## config.mk

```make
export PLATFORM = sky130hd
export DESIGN_NAME = lsb_first_bit_packer_top_flat
export DESIGN_NICKNAME = d
export VERILOG_FILES = /design/src/rtl/lbp_pkg.sv /design/src/rtl/lbp_if.sv /design/src/rtl/lsb_first_bit_packer_top.sv /design/src/rtl/lbp_in_stage.sv /design/src/rtl/lbp_pack.sv /design/src/rtl/lbp_out_stage.sv /design/src/flat_wrapper.sv
export SDC_FILE = /design/constraint.sdc
export NUM_CORES = 1
export LEC_CHECK = 0
export BUFFER_PORTS_ARGS = -buffer_cell sky130_fd_sc_hd__buf_2
export CAP_MARGIN = 10
export CORE_MARGIN = 5
export CORE_UTILIZATION = 40
export DETAILED_ROUTE_END_ITERATION = 6
export PLACE_DENSITY = 0.64
export SYNTH_ARGS = -nofsm -noshare
export SYNTH_HDL_FRONTEND = slang
export SYNTH_SLANG_ARGS = --single-unit
```

## constraint.sdc

```tcl
create_clock -name clk -period 4.5 [get_ports clk]
set_clock_uncertainty 0.15 [all_clocks]
set_input_delay 0.45 -clock clk [delete_from_list [all_inputs] [get_ports clk]]
set_output_delay 0.45 -clock clk [all_outputs]
set_load 0.005 [all_outputs]
```

## src/rtl/lbp_pkg.sv

```systemverilog
// lbp_pkg: widths and transaction types of the lsb-first bit packer
// no dependencies; used by the interfaces and all packer modules
package lbp_pkg;

  localparam int FIELD_VALUE_W = 32;
  localparam int FIELD_WIDTH_W = 6;
  localparam int BYTE_W        = 8;
  localparam int OUT_COUNT_W   = 16;
  localparam int LEFTOVER_W    = 7;
  localparam int POS_W         = 3;

  typedef struct packed {
    logic [FIELD_VALUE_W-1:0] field_value;
    logic [FIELD_WIDTH_W-1:0] field_width;
    logic                     end_message;
  } in_item_t;

  typedef struct packed {
    logic [BYTE_W-1:0]      data_byte;
    logic                   last_of_run;
    logic                   message_done;
    logic [OUT_COUNT_W-1:0] bytes_so_far;
    logic                   width_error;
  } out_item_t;

endpackage

```

## src/rtl/lbp_if.sv

```systemverilog
// lbp_if: valid/ready channel interfaces for the bit packer input and result streams
// depends on lbp_pkg for field widths
interface lbp_in_if;
  logic                                valid;
  logic                                ready;
  logic [lbp_pkg::FIELD_VALUE_W-1:0]   field_value;
  logic [lbp_pkg::FIELD_WIDTH_W-1:0]   field_width;
  logic                                end_message;

  modport source (output valid, field_value, field_width, end_message, input ready);
  modport sink   (input valid, field_value, field_width, end_message, output ready);
endinterface

interface lbp_out_if;
  logic                              valid;
  logic                              ready;
  logic [lbp_pkg::BYTE_W-1:0]        data_byte;
  logic                              last_of_run;
  logic                              message_done;
  logic [lbp_pkg::OUT_COUNT_W-1:0]   bytes_so_far;
  logic                              width_error;

  modport source (output valid, data_byte, last_of_run, message_done, bytes_so_far,
                  width_error, input ready);
  modport sink   (input valid, data_byte, last_of_run, message_done, bytes_so_far,
                  width_error, output ready);
endinterface

```

## src/rtl/lsb_first_bit_packer_top.sv

```systemverilog
// lsb_first_bit_packer_top: packs 0 to MAX_FIELD_BITS bit fields, lsb first, into bytes
// depends on lbp_pkg, lbp_if, lbp_in_stage, lbp_pack, lbp_out_stage
//
//  channel | dir | payload (valid/ready handshake on both)
//  --------+-----+-------------------------------------------------------------------------
//  in_ch   | in  | field_value[31:0] field_width[5:0] end_message
//  out_ch  | out | data_byte[7:0] last_of_run message_done bytes_so_far[15:0] width_error
//
// one result transaction per cycle while the output register has room; an input transaction
// holds the byte emitter until all its results (none to five at the default width) are emitted
// first result passes the input register, the emitter and the output register in turn
// synchronous active-low reset clears leftover bits, bit position and message byte count
// input register and output register each part the two sides, so a stalled result still
// lets the next input transaction in
module lsb_first_bit_packer_top #(
  parameter int MAX_FIELD_BITS = 32,
  parameter int COUNT_BITS     = 16
) (
  input  logic      clk,
  input  logic      rst_n,
  lbp_in_if.sink    in_ch,
  lbp_out_if.source out_ch
);

  // input register to packer
  logic               item_valid;
  logic               item_take;
  lbp_pkg::in_item_t  item;

  // packer to output register
  logic               res_valid;
  logic               res_free;
  lbp_pkg::out_item_t res;

  lbp_in_stage u_in (
    .clk        (clk),
    .rst_n      (rst_n),
    .in_ch      (in_ch),
    .item_valid (item_valid),
    .item       (item),
    .item_take  (item_take)
  );

  // merge with leftover bits, then one byte per cycle while the output register has room
  lbp_pack #(
    .MAX_FIELD_BITS (MAX_FIELD_BITS),
    .COUNT_BITS     (COUNT_BITS)
  ) u_pack (
    .clk        (clk),
    .rst_n      (rst_n),
    .item_valid (item_valid),
    .item       (item),
    .item_take  (item_take),
    .res_valid  (res_valid),
    .res        (res),
    .res_free   (res_free)
  );

  lbp_out_stage u_out (
    .clk       (clk),
    .rst_n     (rst_n),
    .res_valid (res_valid),
    .res       (res),
    .res_free  (res_free),
    .out_ch    (out_ch)
  );

endmodule

```

## src/rtl/lbp_in_stage.sv

```systemverilog
// lbp_in_stage: input register of the bit packer
// depends on lbp_pkg and lbp_in_if
module lbp_in_stage (
  input  logic              clk,
  input  logic              rst_n,
  lbp_in_if.sink            in_ch,
  output logic              item_valid,
  output lbp_pkg::in_item_t item,
  input  logic              item_take
);

  logic              valid_r;
  lbp_pkg::in_item_t item_r;

  assign in_ch.ready = !valid_r || item_take;
  assign item_valid  = valid_r;
  assign item        = item_r;

  always_ff @(posedge clk) begin
    if (!rst_n) begin
      valid_r <= 1'b0;
    end else if (in_ch.valid && in_ch.ready) begin
      valid_r <= 1'b1;
    end else if (item_take) begin
      valid_r <= 1'b0;
    end
  end

  always_ff @(posedge clk) begin
    if (in_ch.valid && in_ch.ready) begin
      item_r.field_value <= in_ch.field_value;
      item_r.field_width <= in_ch.field_width;
      item_r.end_message <= in_ch.end_message;
    end
  end

endmodule

```

## src/rtl/lbp_pack.sv

```systemverilog
// lbp_pack: merges a field with the leftover bits and emits the bytes one per cycle while res_free is high
// depends on lbp_pkg
module lbp_pack #(
  parameter int MAX_FIELD_BITS = 32,
  parameter int COUNT_BITS     = 16
) (
  input  logic               clk,
  input  logic               rst_n,
  input  logic               item_valid,
  input  lbp_pkg::in_item_t  item,
  output logic               item_take,
  output logic               res_valid,
  output lbp_pkg::out_item_t res,
  input  logic               res_free
);

  localparam int W     = MAX_FIELD_BITS + lbp_pkg::LEFTOVER_W;
  localparam int TOT_W = $clog2(W + 1);
  localparam int NB_W  = TOT_W - lbp_pkg::POS_W;
  localparam int NRES  = (MAX_FIELD_BITS + 7) / 8 + 1;
  localparam int RES_W = $clog2(NRES + 1);

  logic [lbp_pkg::LEFTOVER_W-1:0] lo_bits_r;
  logic [lbp_pkg::POS_W-1:0]      lo_cnt_r;
  logic [COUNT_BITS-1:0]          msg_cnt_r, msg_cnt_nxt, cnt_inc;
  logic [W-1:0]                   buf_r;
  logic [RES_W-1:0]               left_r;
  logic                           end_r, err_r;

  logic                           fld_err, flush, emit, ld_ok, last;
  logic [W-1:0]                   fmask, fbits, acc, shifted;
  logic [TOT_W-1:0]               total;
  logic [NB_W-1:0]                nb_full;
  logic [lbp_pkg::POS_W-1:0]      rem;
  logic [RES_W-1:0]               nres;

  // field merge
  always_comb begin
    fld_err = int'(item.field_width) > MAX_FIELD_BITS;
    fmask   = (W'(1) << item.field_width) - W'(1);
    fbits   = W'(item.field_value) & fmask;
    acc     = W'(lo_bits_r) | (fbits << lo_cnt_r);
    total   = TOT_W'(lo_cnt_r) + TOT_W'(item.field_width);
    nb_full = total[TOT_W-1:lbp_pkg::POS_W];
    rem     = total[lbp_pkg::POS_W-1:0];
    flush   = item.end_message && (rem != '0);
    nres    = fld_err ? RES_W'(1) : RES_W'(nb_full) + RES_W'(flush);
    shifted = acc >> {nb_full, 3'b000};
  end

  // emitter handshake
  assign res_valid = (left_r != '0);
  assign emit      = res_valid && res_free;
  assign last      = (left_r == RES_W'(1));
  assign ld_ok     = (left_r == '0) || (last && emit);
  assign item_take = item_valid && ld_ok;
  assign cnt_inc   = (msg_cnt_r == '1) ? msg_cnt_r : msg_cnt_r + COUNT_BITS'(1);

  always_comb begin
    res.data_byte    = err_r ? '0 : buf_r[lbp_pkg::BYTE_W-1:0];
    res.last_of_run  = last;
    res.message_done = last && end_r;
    res.bytes_so_far = err_r ? lbp_pkg::OUT_COUNT_W'(msg_cnt_r)
                             : lbp_pkg::OUT_COUNT_W'(cnt_inc);
    res.width_error  = err_r;
  end

  always_comb begin
    msg_cnt_nxt = msg_cnt_r;
    if (emit && !err_r) begin
      msg_cnt_nxt = (last && end_r) ? '0 : cnt_inc;
    end
    // end of message with nothing to emit
    if (item_take && !fld_err && item.end_message && (nres == '0)) begin
      msg_cnt_nxt = '0;
    end
  end

  always_ff @(posedge clk) begin
    if (!rst_n) begin
      lo_bits_r <= '0;
      lo_cnt_r  <= '0;
      msg_cnt_r <= '0;
      left_r    <= '0;
    end else begin
      msg_cnt_r <= msg_cnt_nxt;
      if (item_take && !fld_err) begin
        lo_bits_r <= item.end_message ? '0 : shifted[lbp_pkg::LEFTOVER_W-1:0];
        lo_cnt_r  <= item.end_message ? '0 : rem;
      end
      if (item_take) begin
        left_r <= nres;
      end else if (emit) begin
        left_r <= left_r - RES_W'(1);
      end
    end
  end

  always_ff @(posedge clk) begin
    if (item_take) begin
      buf_r <= acc;
      end_r <= item.end_message && !fld_err;
      err_r <= fld_err;
    end else if (emit) begin
      buf_r <= buf_r >> lbp_pkg::BYTE_W;
    end
  end

endmodule

```

## src/rtl/lbp_out_stage.sv

```systemverilog
// lbp_out_stage: result register of the bit packer
// depends on lbp_pkg and lbp_out_if
module lbp_out_stage (
  input  logic               clk,
  input  logic               rst_n,
  input  logic               res_valid,
  input  lbp_pkg::out_item_t res,
  output logic               res_free,
  lbp_out_if.source          out_ch
);

  logic               valid_r;
  lbp_pkg::out_item_t res_r;

  assign res_free            = !valid_r || out_ch.ready;
  assign out_ch.valid        = valid_r;
  assign out_ch.data_byte    = res_r.data_byte;
  assign out_ch.last_of_run  = res_r.last_of_run;
  assign out_ch.message_done = res_r.message_done;
  assign out_ch.bytes_so_far = res_r.bytes_so_far;
  assign out_ch.width_error  = res_r.width_error;

  always_ff @(posedge clk) begin
    if (!rst_n) begin
      valid_r <= 1'b0;
    end else if (res_valid && res_free) begin
      valid_r <= 1'b1;
    end else if (out_ch.ready) begin
      valid_r <= 1'b0;
    end
  end

  always_ff @(posedge clk) begin
    if (res_valid && res_free) begin
      res_r <= res;
    end
  end

endmodule

```

## src/flat_wrapper.sv

```systemverilog
// flat-port wrapper written by rule: the top's interface ports become plain ports
module lsb_first_bit_packer_top_flat 
#(
  parameter int MAX_FIELD_BITS = 32,
  parameter int COUNT_BITS     = 16
)
  (clk, rst_n, in_ch_valid, in_ch_field_value, in_ch_field_width, in_ch_end_message, in_ch_ready, out_ch_valid, out_ch_data_byte, out_ch_last_of_run, out_ch_message_done, out_ch_bytes_so_far, out_ch_width_error, out_ch_ready);
  lbp_in_if in_ch_i ();
  lbp_out_if out_ch_i ();
  input  logic clk;
  input  logic rst_n;
  input wire logic [$bits(in_ch_i.valid)-1:0] in_ch_valid;
  input wire logic [$bits(in_ch_i.field_value)-1:0] in_ch_field_value;
  input wire logic [$bits(in_ch_i.field_width)-1:0] in_ch_field_width;
  input wire logic [$bits(in_ch_i.end_message)-1:0] in_ch_end_message;
  output wire logic [$bits(in_ch_i.ready)-1:0] in_ch_ready;
  output wire logic [$bits(out_ch_i.valid)-1:0] out_ch_valid;
  output wire logic [$bits(out_ch_i.data_byte)-1:0] out_ch_data_byte;
  output wire logic [$bits(out_ch_i.last_of_run)-1:0] out_ch_last_of_run;
  output wire logic [$bits(out_ch_i.message_done)-1:0] out_ch_message_done;
  output wire logic [$bits(out_ch_i.bytes_so_far)-1:0] out_ch_bytes_so_far;
  output wire logic [$bits(out_ch_i.width_error)-1:0] out_ch_width_error;
  input wire logic [$bits(out_ch_i.ready)-1:0] out_ch_ready;
  assign in_ch_i.valid = in_ch_valid;
  assign in_ch_i.field_value = in_ch_field_value;
  assign in_ch_i.field_width = in_ch_field_width;
  assign in_ch_i.end_message = in_ch_end_message;
  assign in_ch_ready = in_ch_i.ready;
  assign out_ch_valid = out_ch_i.valid;
  assign out_ch_data_byte = out_ch_i.data_byte;
  assign out_ch_last_of_run = out_ch_i.last_of_run;
  assign out_ch_message_done = out_ch_i.message_done;
  assign out_ch_bytes_so_far = out_ch_i.bytes_so_far;
  assign out_ch_width_error = out_ch_i.width_error;
  assign out_ch_i.ready = out_ch_ready;
  lsb_first_bit_packer_top #(.MAX_FIELD_BITS(MAX_FIELD_BITS), .COUNT_BITS(COUNT_BITS)) u_core (.clk(clk), .rst_n(rst_n), .in_ch(in_ch_i), .out_ch(out_ch_i));
endmodule
```

## Yosys cells after proc, flatten, opt, wreduce, memory -nomap -nowiden

Cells that the tools add are included.
Widths: inputs -> output; s select.

| cells by class | value |
|---|---|
| add/subtract/negate cells | 5 |
| $lt $le $gt $ge | 1 |
| equality and inequality tests | 2 |
| shift operators | 3 |
| mux-type cells | 14 |
| bitwise logic cells | 3 |
| reductions and logical operators | 26 |

Operator list:

| cell | number |
|---|---|
| $mux 39 | 2 |
| $mux 16 | 3 |
| $and 32x39->39 | 1 |
| $or 7x39->39 | 1 |
| $shl 1x6->39 const A | 1 |
| $shl 39x3->39 | 1 |
| $shr 39x6->7 | 1 |
| $sub 39x2->39 const B | 1 |
| $add 16x1->16 const B | 1 |
| $eq 16x16->1 const B | 1 |
| $mux 3 | 4 |
| $logic_and 1x1->1 | 11 |
| $mux 7 | 1 |
| $add 3x6->6 | 1 |
| $gt 6x6->1 const B | 1 |
| $logic_not 3->1 | 2 |
| $reduce_bool 2->1 | 3 |
| $reduce_bool 3->1 | 2 |
| $logic_not 1->1 | 4 |
| $mux 1 | 4 |
| $add 3x1->3 | 1 |
| $eq 3x1->1 const B | 1 |
| $logic_or 1x1->1 | 3 |
| $sub 3x1->3 const B | 1 |
| 2 further kinds | 2 |

| word-level totals | value |
|---|---|
| flip-flop bits (word level) | 138 |
| output and inout bits | 29 |

## Logic depth before layout (Yosys ltp)

| logic depth | value |
|---|---|
| word-level depth | 10 |
| gate-level depth with buffers | 15 |
| depth with buffers taken out | 11 |

## Hierarchy

From an unflattened synthesis, not the netlist that was laid out.

| second synthesis, totals | value |
|---|---|
| cell total of the unflattened synthesis | 927 |
| area total of the unflattened synthesis | 8649.5 µm² |

Modules (own cells, without submodules):

| module | times used | cells each | area each (µm²) | seq. area each (µm²) |
|---|---|---|---|---|
| lbp_pack | 1 | 851 | 6552.5 | 1811.7 |
| lbp_in_stage | 1 | 44 | 1228.7 | 1191.1 |
| lbp_out_stage | 1 | 32 | 868.3 | 830.8 |

## Worst setup path after synthesis

OpenSTA, ideal clock, no wires.

| timing path | value |
|---|---|
| kind | register -> register |
| from | reg u_core.u_in.item_r (netlist bit u_core.u_in.item[2]) |
| to | reg u_core.u_pack.lo_bits_r[2] (netlist name) |
| setup time | 0.074 ns |
| arrival | 3.784 ns |
| required time | 4.276 ns |
| setup slack | 0.491 ns |
| stages on the path, launching flop included | 14 |
| buffers on the path | 3 |
| clock period less this slack | 4.009 ns |
| path through | edfxtp_1 clkbuf_1 clkbuf_1 nor4_1 nand2_1 ha_1 clkbuf_1 or3_1 a211o_1 a2111oi_0 o31a_1 o21ai_0 a311o_1 a31oi_1 |

| on the way | value |
|---|---|
| longest elaborated chain between the ends | 7 |

RTL lines:

| what | RTL line | source |
|---|---|---|
| from (decl) | lbp_in_stage.sv:13 | `lbp_pkg::in_item_t item_r;` |
| $shl 1x6->39 | lbp_pack.sv:40 | `fmask = (W'(1) << item.field_width) - W'(1);` |
| $sub 39x2->39 | lbp_pack.sv:40 |  |
| $and 32x39->39 | lbp_pack.sv:41 | `fbits = W'(item.field_value) & fmask;` |
| $shl 39x3->39 | lbp_pack.sv:42 | `acc = W'(lo_bits_r) \| (fbits << lo_cnt_r);` |
| $or 7x39->39 | lbp_pack.sv:42 |  |
| $shr 39x6->7 | lbp_pack.sv:48 | `shifted = acc >> {nb_full, 3'b000};` |
| $mux 7 | lbp_pack.sv:88 | `lo_bits_r <= item.end_message ? '0 : shifted[lbp_pkg::LEFTOVER_W-1:0];` |
| to (signal assigned) | lbp_pack.sv:88 |  |
| to (decl) | lbp_pack.sv:23 | `logic [lbp_pkg::LEFTOVER_W-1:0] lo_bits_r;` |

Parallel ways exist; a longest one is shown, timed or not.
A chain may end at the register's enable or synchronous reset.

## Worst setup path after layout

| timing path | value |
|---|---|
| from | reg u_core.u_in.item_r (netlist bit u_core.u_in.item[6]) |
| to | reg u_core.u_pack.lo_bits_r[2] (netlist name) |

Same word-level chain as after synthesis.

==> results.json <==
{
  "slew_headroom_pct": 34.57,
  "synthArstFlopShare_pct": 0,
  "combPwrFrac_pct": 31.1,
  "clock_latency_ns": 0.42,
  "routed_wl_mm": 25.47,
  "postCtsSetupBuffers": 0,
  "fin_setup_tns_ns": 0,
  "synth_seq_cells": 138,
  "crit-reg2reg-launch": "u_core.u_in.item[6]",
  "core_area_mm2": 0.02096,
  "ff2ff_setup_slack_ns": 0.85,
  "cp.arrival_ns": 3.85,
  "tritoncts": "done",
  "diodes": 0,
  "hp-class": "in2reg",
  "status": "complete, no violations",
  "syn_nets": 962,
  "leakagePower_nw": 3.591,
  "clockBufferDepth": 2,
  "finalSetupViolCount": 0,
  "area_growth_pct": 14.91,
  "drt_iter0_drc": 787,
  "fmax_mhz": 274.1,
  "startpoint_type": "flop",
  "critical-path-top-delay-family": "compound AO/OA/AOI/OAI gates",
  "cts_made_buffers": 17,
  "min-delay-start": "in_ch_field_value[0]",
  "min_path_cells": 1,
  "timing.final.crit_share_pct": 81.07,
  "synth_edf_count": 107,
  "min_to": "u_core.u_in.item[7]",
  "r2r_cells": 10,
  "finalNetCount": 1014,
  "grt_pass1_wl_mm": 39.58,
  "firstDrtPassIters": 6,
  "hpwl_mm": 18.08,
  "nFillCells": 2039,
  "vias": 7556,
  "routabilityCongestion": 0.9879,
  "synth_top_area_share_pct": 37.75,
  "avgSynthCellArea_um2": 9.385,
  "cts_hold_buf": 0,
  "die_area_mm2": 0.02430,
  "mostFrequentLayoutCell": "nand2_1",
  "reg2reg_to": "u_core.u_pack.lo_bits_r[2]",
  "synth.largest_area_cell": "edfxtp_1",
  "cp.required_ns": 4.70,
  "finalCriticalPeriod_ns": 3.648,
  "path_cells": "nor4_1, nand2_1, ha_1, or3_1, a211o_1, a2111oi_0, o31a_1, o21ai_0, a311o_1, a31oi_1",
  "worstSetupPathType": "reg2reg",
  "critPathMaxFanout": 10,
  "start_util_pct": 40.62,
  "track_usage_pct": 20.87,
  "first_global_vias": 6953,
  "synthFlopType": "edfxtp_1",
  "power_frac_clock_pct": 28.0,
  "portBuffers": 71,
  "antenna_found_initial": 0,
  "tightest_slew_ns": 0.9732,
  "critPathBufInv": 0,
  "cts_resized": 0,
  "synth_area_leaders": "edfxtp_1, dfxtp_1, nand2_1",
  "mostFrequentLayoutCells": "nand2_1, edfxtp_1, nor2_1, buf_2, o21ai_0",
  "fin_util_pct": 46.67,
  "fp.dieW_um": 155.9,
  "p_switching_mw": 1.757,
  "layout-drive-gt1-share_pct": 17.59,
  "irDropWorstVdd_mv": 0.2876,
  "max_stage_delay_ns": 0.62,
  "wl_per_cell_um": 20.43,
  "clkSinkCount": 138,
  "p_seq_share_pct": 40.9,
  "num_rows": 53,
  "chipHeight_um": 155.9,
  "drc": 0,
  "finalMaxSlewViolations": 0,
  "ios": 72,
  "rsz0062_at_grt": "false",
  "synth_cell_types": 79,
  "gr-total-overflow": 0,
  "final_hold_viol_count": 0,
  "crit_path_end_kind": "flop",
  "cap_viol_max_count": 0,
  "ys_warn_count": 0,
  "p_sw_share_pct": 34.37,
  "htreeDepth": 4,
  "grt_max_degree": 46,
  "p_int_mw": 3.355,
  "clk_pin_slew_ns": 0.07,
  "syn_inst": 907,
  "detail_route.vias_per_cell": 6.059,
  "seq_area_frac_synth_pct": 45.04,
  "postRouteAntennaNets": 0,
  "syn_area_mm2": 0.008512,
  "p_per_area_mw_per_mm2": 522.7,
  "critPathSlowestCell": "a2111oi_0",
  "cts.root.buffer_cell": "clkbuf_16"
}
kinds of logic after synthesis:
group	after synthesis	share of synthesized area, %
and+or+nand+nor	338	19.54
AOI/OAI and AO/OA	278	22.40
DFF	138	45.04
buffers and inverters	86	4.042
muxes	29	4.454
xor gates and xnor gates	26	2.675
adders and majority gates	12	1.852
through the flow:
stage	instance area [um^2]	setup slack, ns	cells	total power [mW]	hold WS, ns
after floorplan	8512	0.4914	907	3.124	0.3084
after global placement	9174	0.9747	1215	3.695	0.3328
after detailed placement	9174	0.8958	1215	3.705	0.3304
after CTS	9781	0.8881	1247	5.144	0.03300
after global routing	9781	0.5575	1247	5.401	0.02468
final	9781	0.8518	1247	5.112	0.04705
routing by layer:
layer  wire, um  share of wire, %  vias to the layer above  GRT usage (%)
met3       1961               7.7                       57          4.799
met5          0                 0                        -              0
met4        879               3.5                        0          8.420
met1      10730                42                     3600          27.48
met2      11900                47                      357          33.34
li1           -                 -                     3542              -
area by class of cell:
class | instances | area, um^2 | area share (%)
clock buffers | 22 | 508.0 | 5.194
clock inverters | 10 | 98.84 | 1.011
inverters | 18 | 67.56 | 0.6908
multi-input cells | 683 | 4345 | 44.43
flip-flops and latches | 138 | 3836 | 39.22
well taps | 275 | 344.1 | 3.518
repair buffers | 101 | 580.6 | 5.936
cells in the mapped netlist, types with 5 or more instances:
| cell type | n |
|---|---|
| and2_1 | 8 |
| o211ai_1 | 15 |
| inv_1 | 18 |
| a211oi_1 | 12 |
| edfxtp_1 | 107 |
| nor2b_1 | 23 |
| nor4_1 | 10 |
| nor3_1 | 13 |
| buf_2 | 5 |
| a21oi_1 | 39 |
| buf_1 | 9 |
| a22oi_1 | 7 |
| mux2_2 | 11 |
| xor2_1 | 15 |
| nor3b_1 | 6 |
| o31ai_1 | 9 |
| a31oi_1 | 21 |
| clkbuf_1 | 52 |
| mux2i_1 | 12 |
| nand3_1 | 28 |
| nand4_1 | 5 |
| dfxtp_1 | 31 |
| nand2_1 | 111 |
| ha_1 | 11 |
| o221ai_1 | 5 |
| or3_1 | 16 |
| o2111ai_1 | 6 |
| nand2b_1 | 11 |
| nor2_1 | 75 |
| o21a_1 | 11 |
| o22ai_1 | 16 |
| a211o_1 | 6 |
| xnor2_1 | 11 |
| o21ai_0 | 70 |
| a21o_1 | 10 |
| mux4_2 | 6 |
sequential cells by signal, summed over array words and instances, names as in the netlist, 3 cells and up:
name	cells
u_core.u_out.out_ch.bytes_so_far	16
u_core.u_pack.lo_bits_r	7
u_core.u_out.out_ch.data_byte	8
u_core.u_pack.msg_cnt_r	16
u_core.u_pack.lo_cnt_r	3
u_core.u_in.item	39
u_core.u_pack.buf_r	39
u_core.u_pack.left_r	3
worst max-delay path by stage:
| stage | slack [ns] | startpoint | end | cells after the start |
|---|---|---|---|---|
| floorplan | 0.49 | u_core.u_in.item[2] | u_core.u_pack.lo_bits_r[2] | 13 |
| global placement | 0.97 | u_core.u_in.item[3] | u_core.u_pack.lo_bits_r[5] | 11 |
| detailed placement | 0.90 | u_core.u_in.item[3] | u_core.u_pack.lo_bits_r[1] | 11 |
| CTS | 0.89 | u_core.u_in.item[3] | u_core.u_pack.lo_bits_r[1] | 11 |
| global route | 0.56 | u_core.u_in.item[6] | u_core.u_pack.lo_bits_r[2] | 10 |
| finish | 0.85 | u_core.u_in.item[6] | u_core.u_pack.lo_bits_r[2] | 10 |
power groups by stage:
stage / registers (mW) / clock network (mW) / logic (mW)
after floorplan: 2.11 / 0 / 1.02
after global placement: 2.11 / 0 / 1.58
after detailed placement: 2.12 / 0 / 1.59
after CTS: 2.10 / 1.45 / 1.59
after global routing: 2.13 / 1.52 / 1.75
final: 2.09 / 1.43 / 1.59
Power figures use the tool's default switching activity.
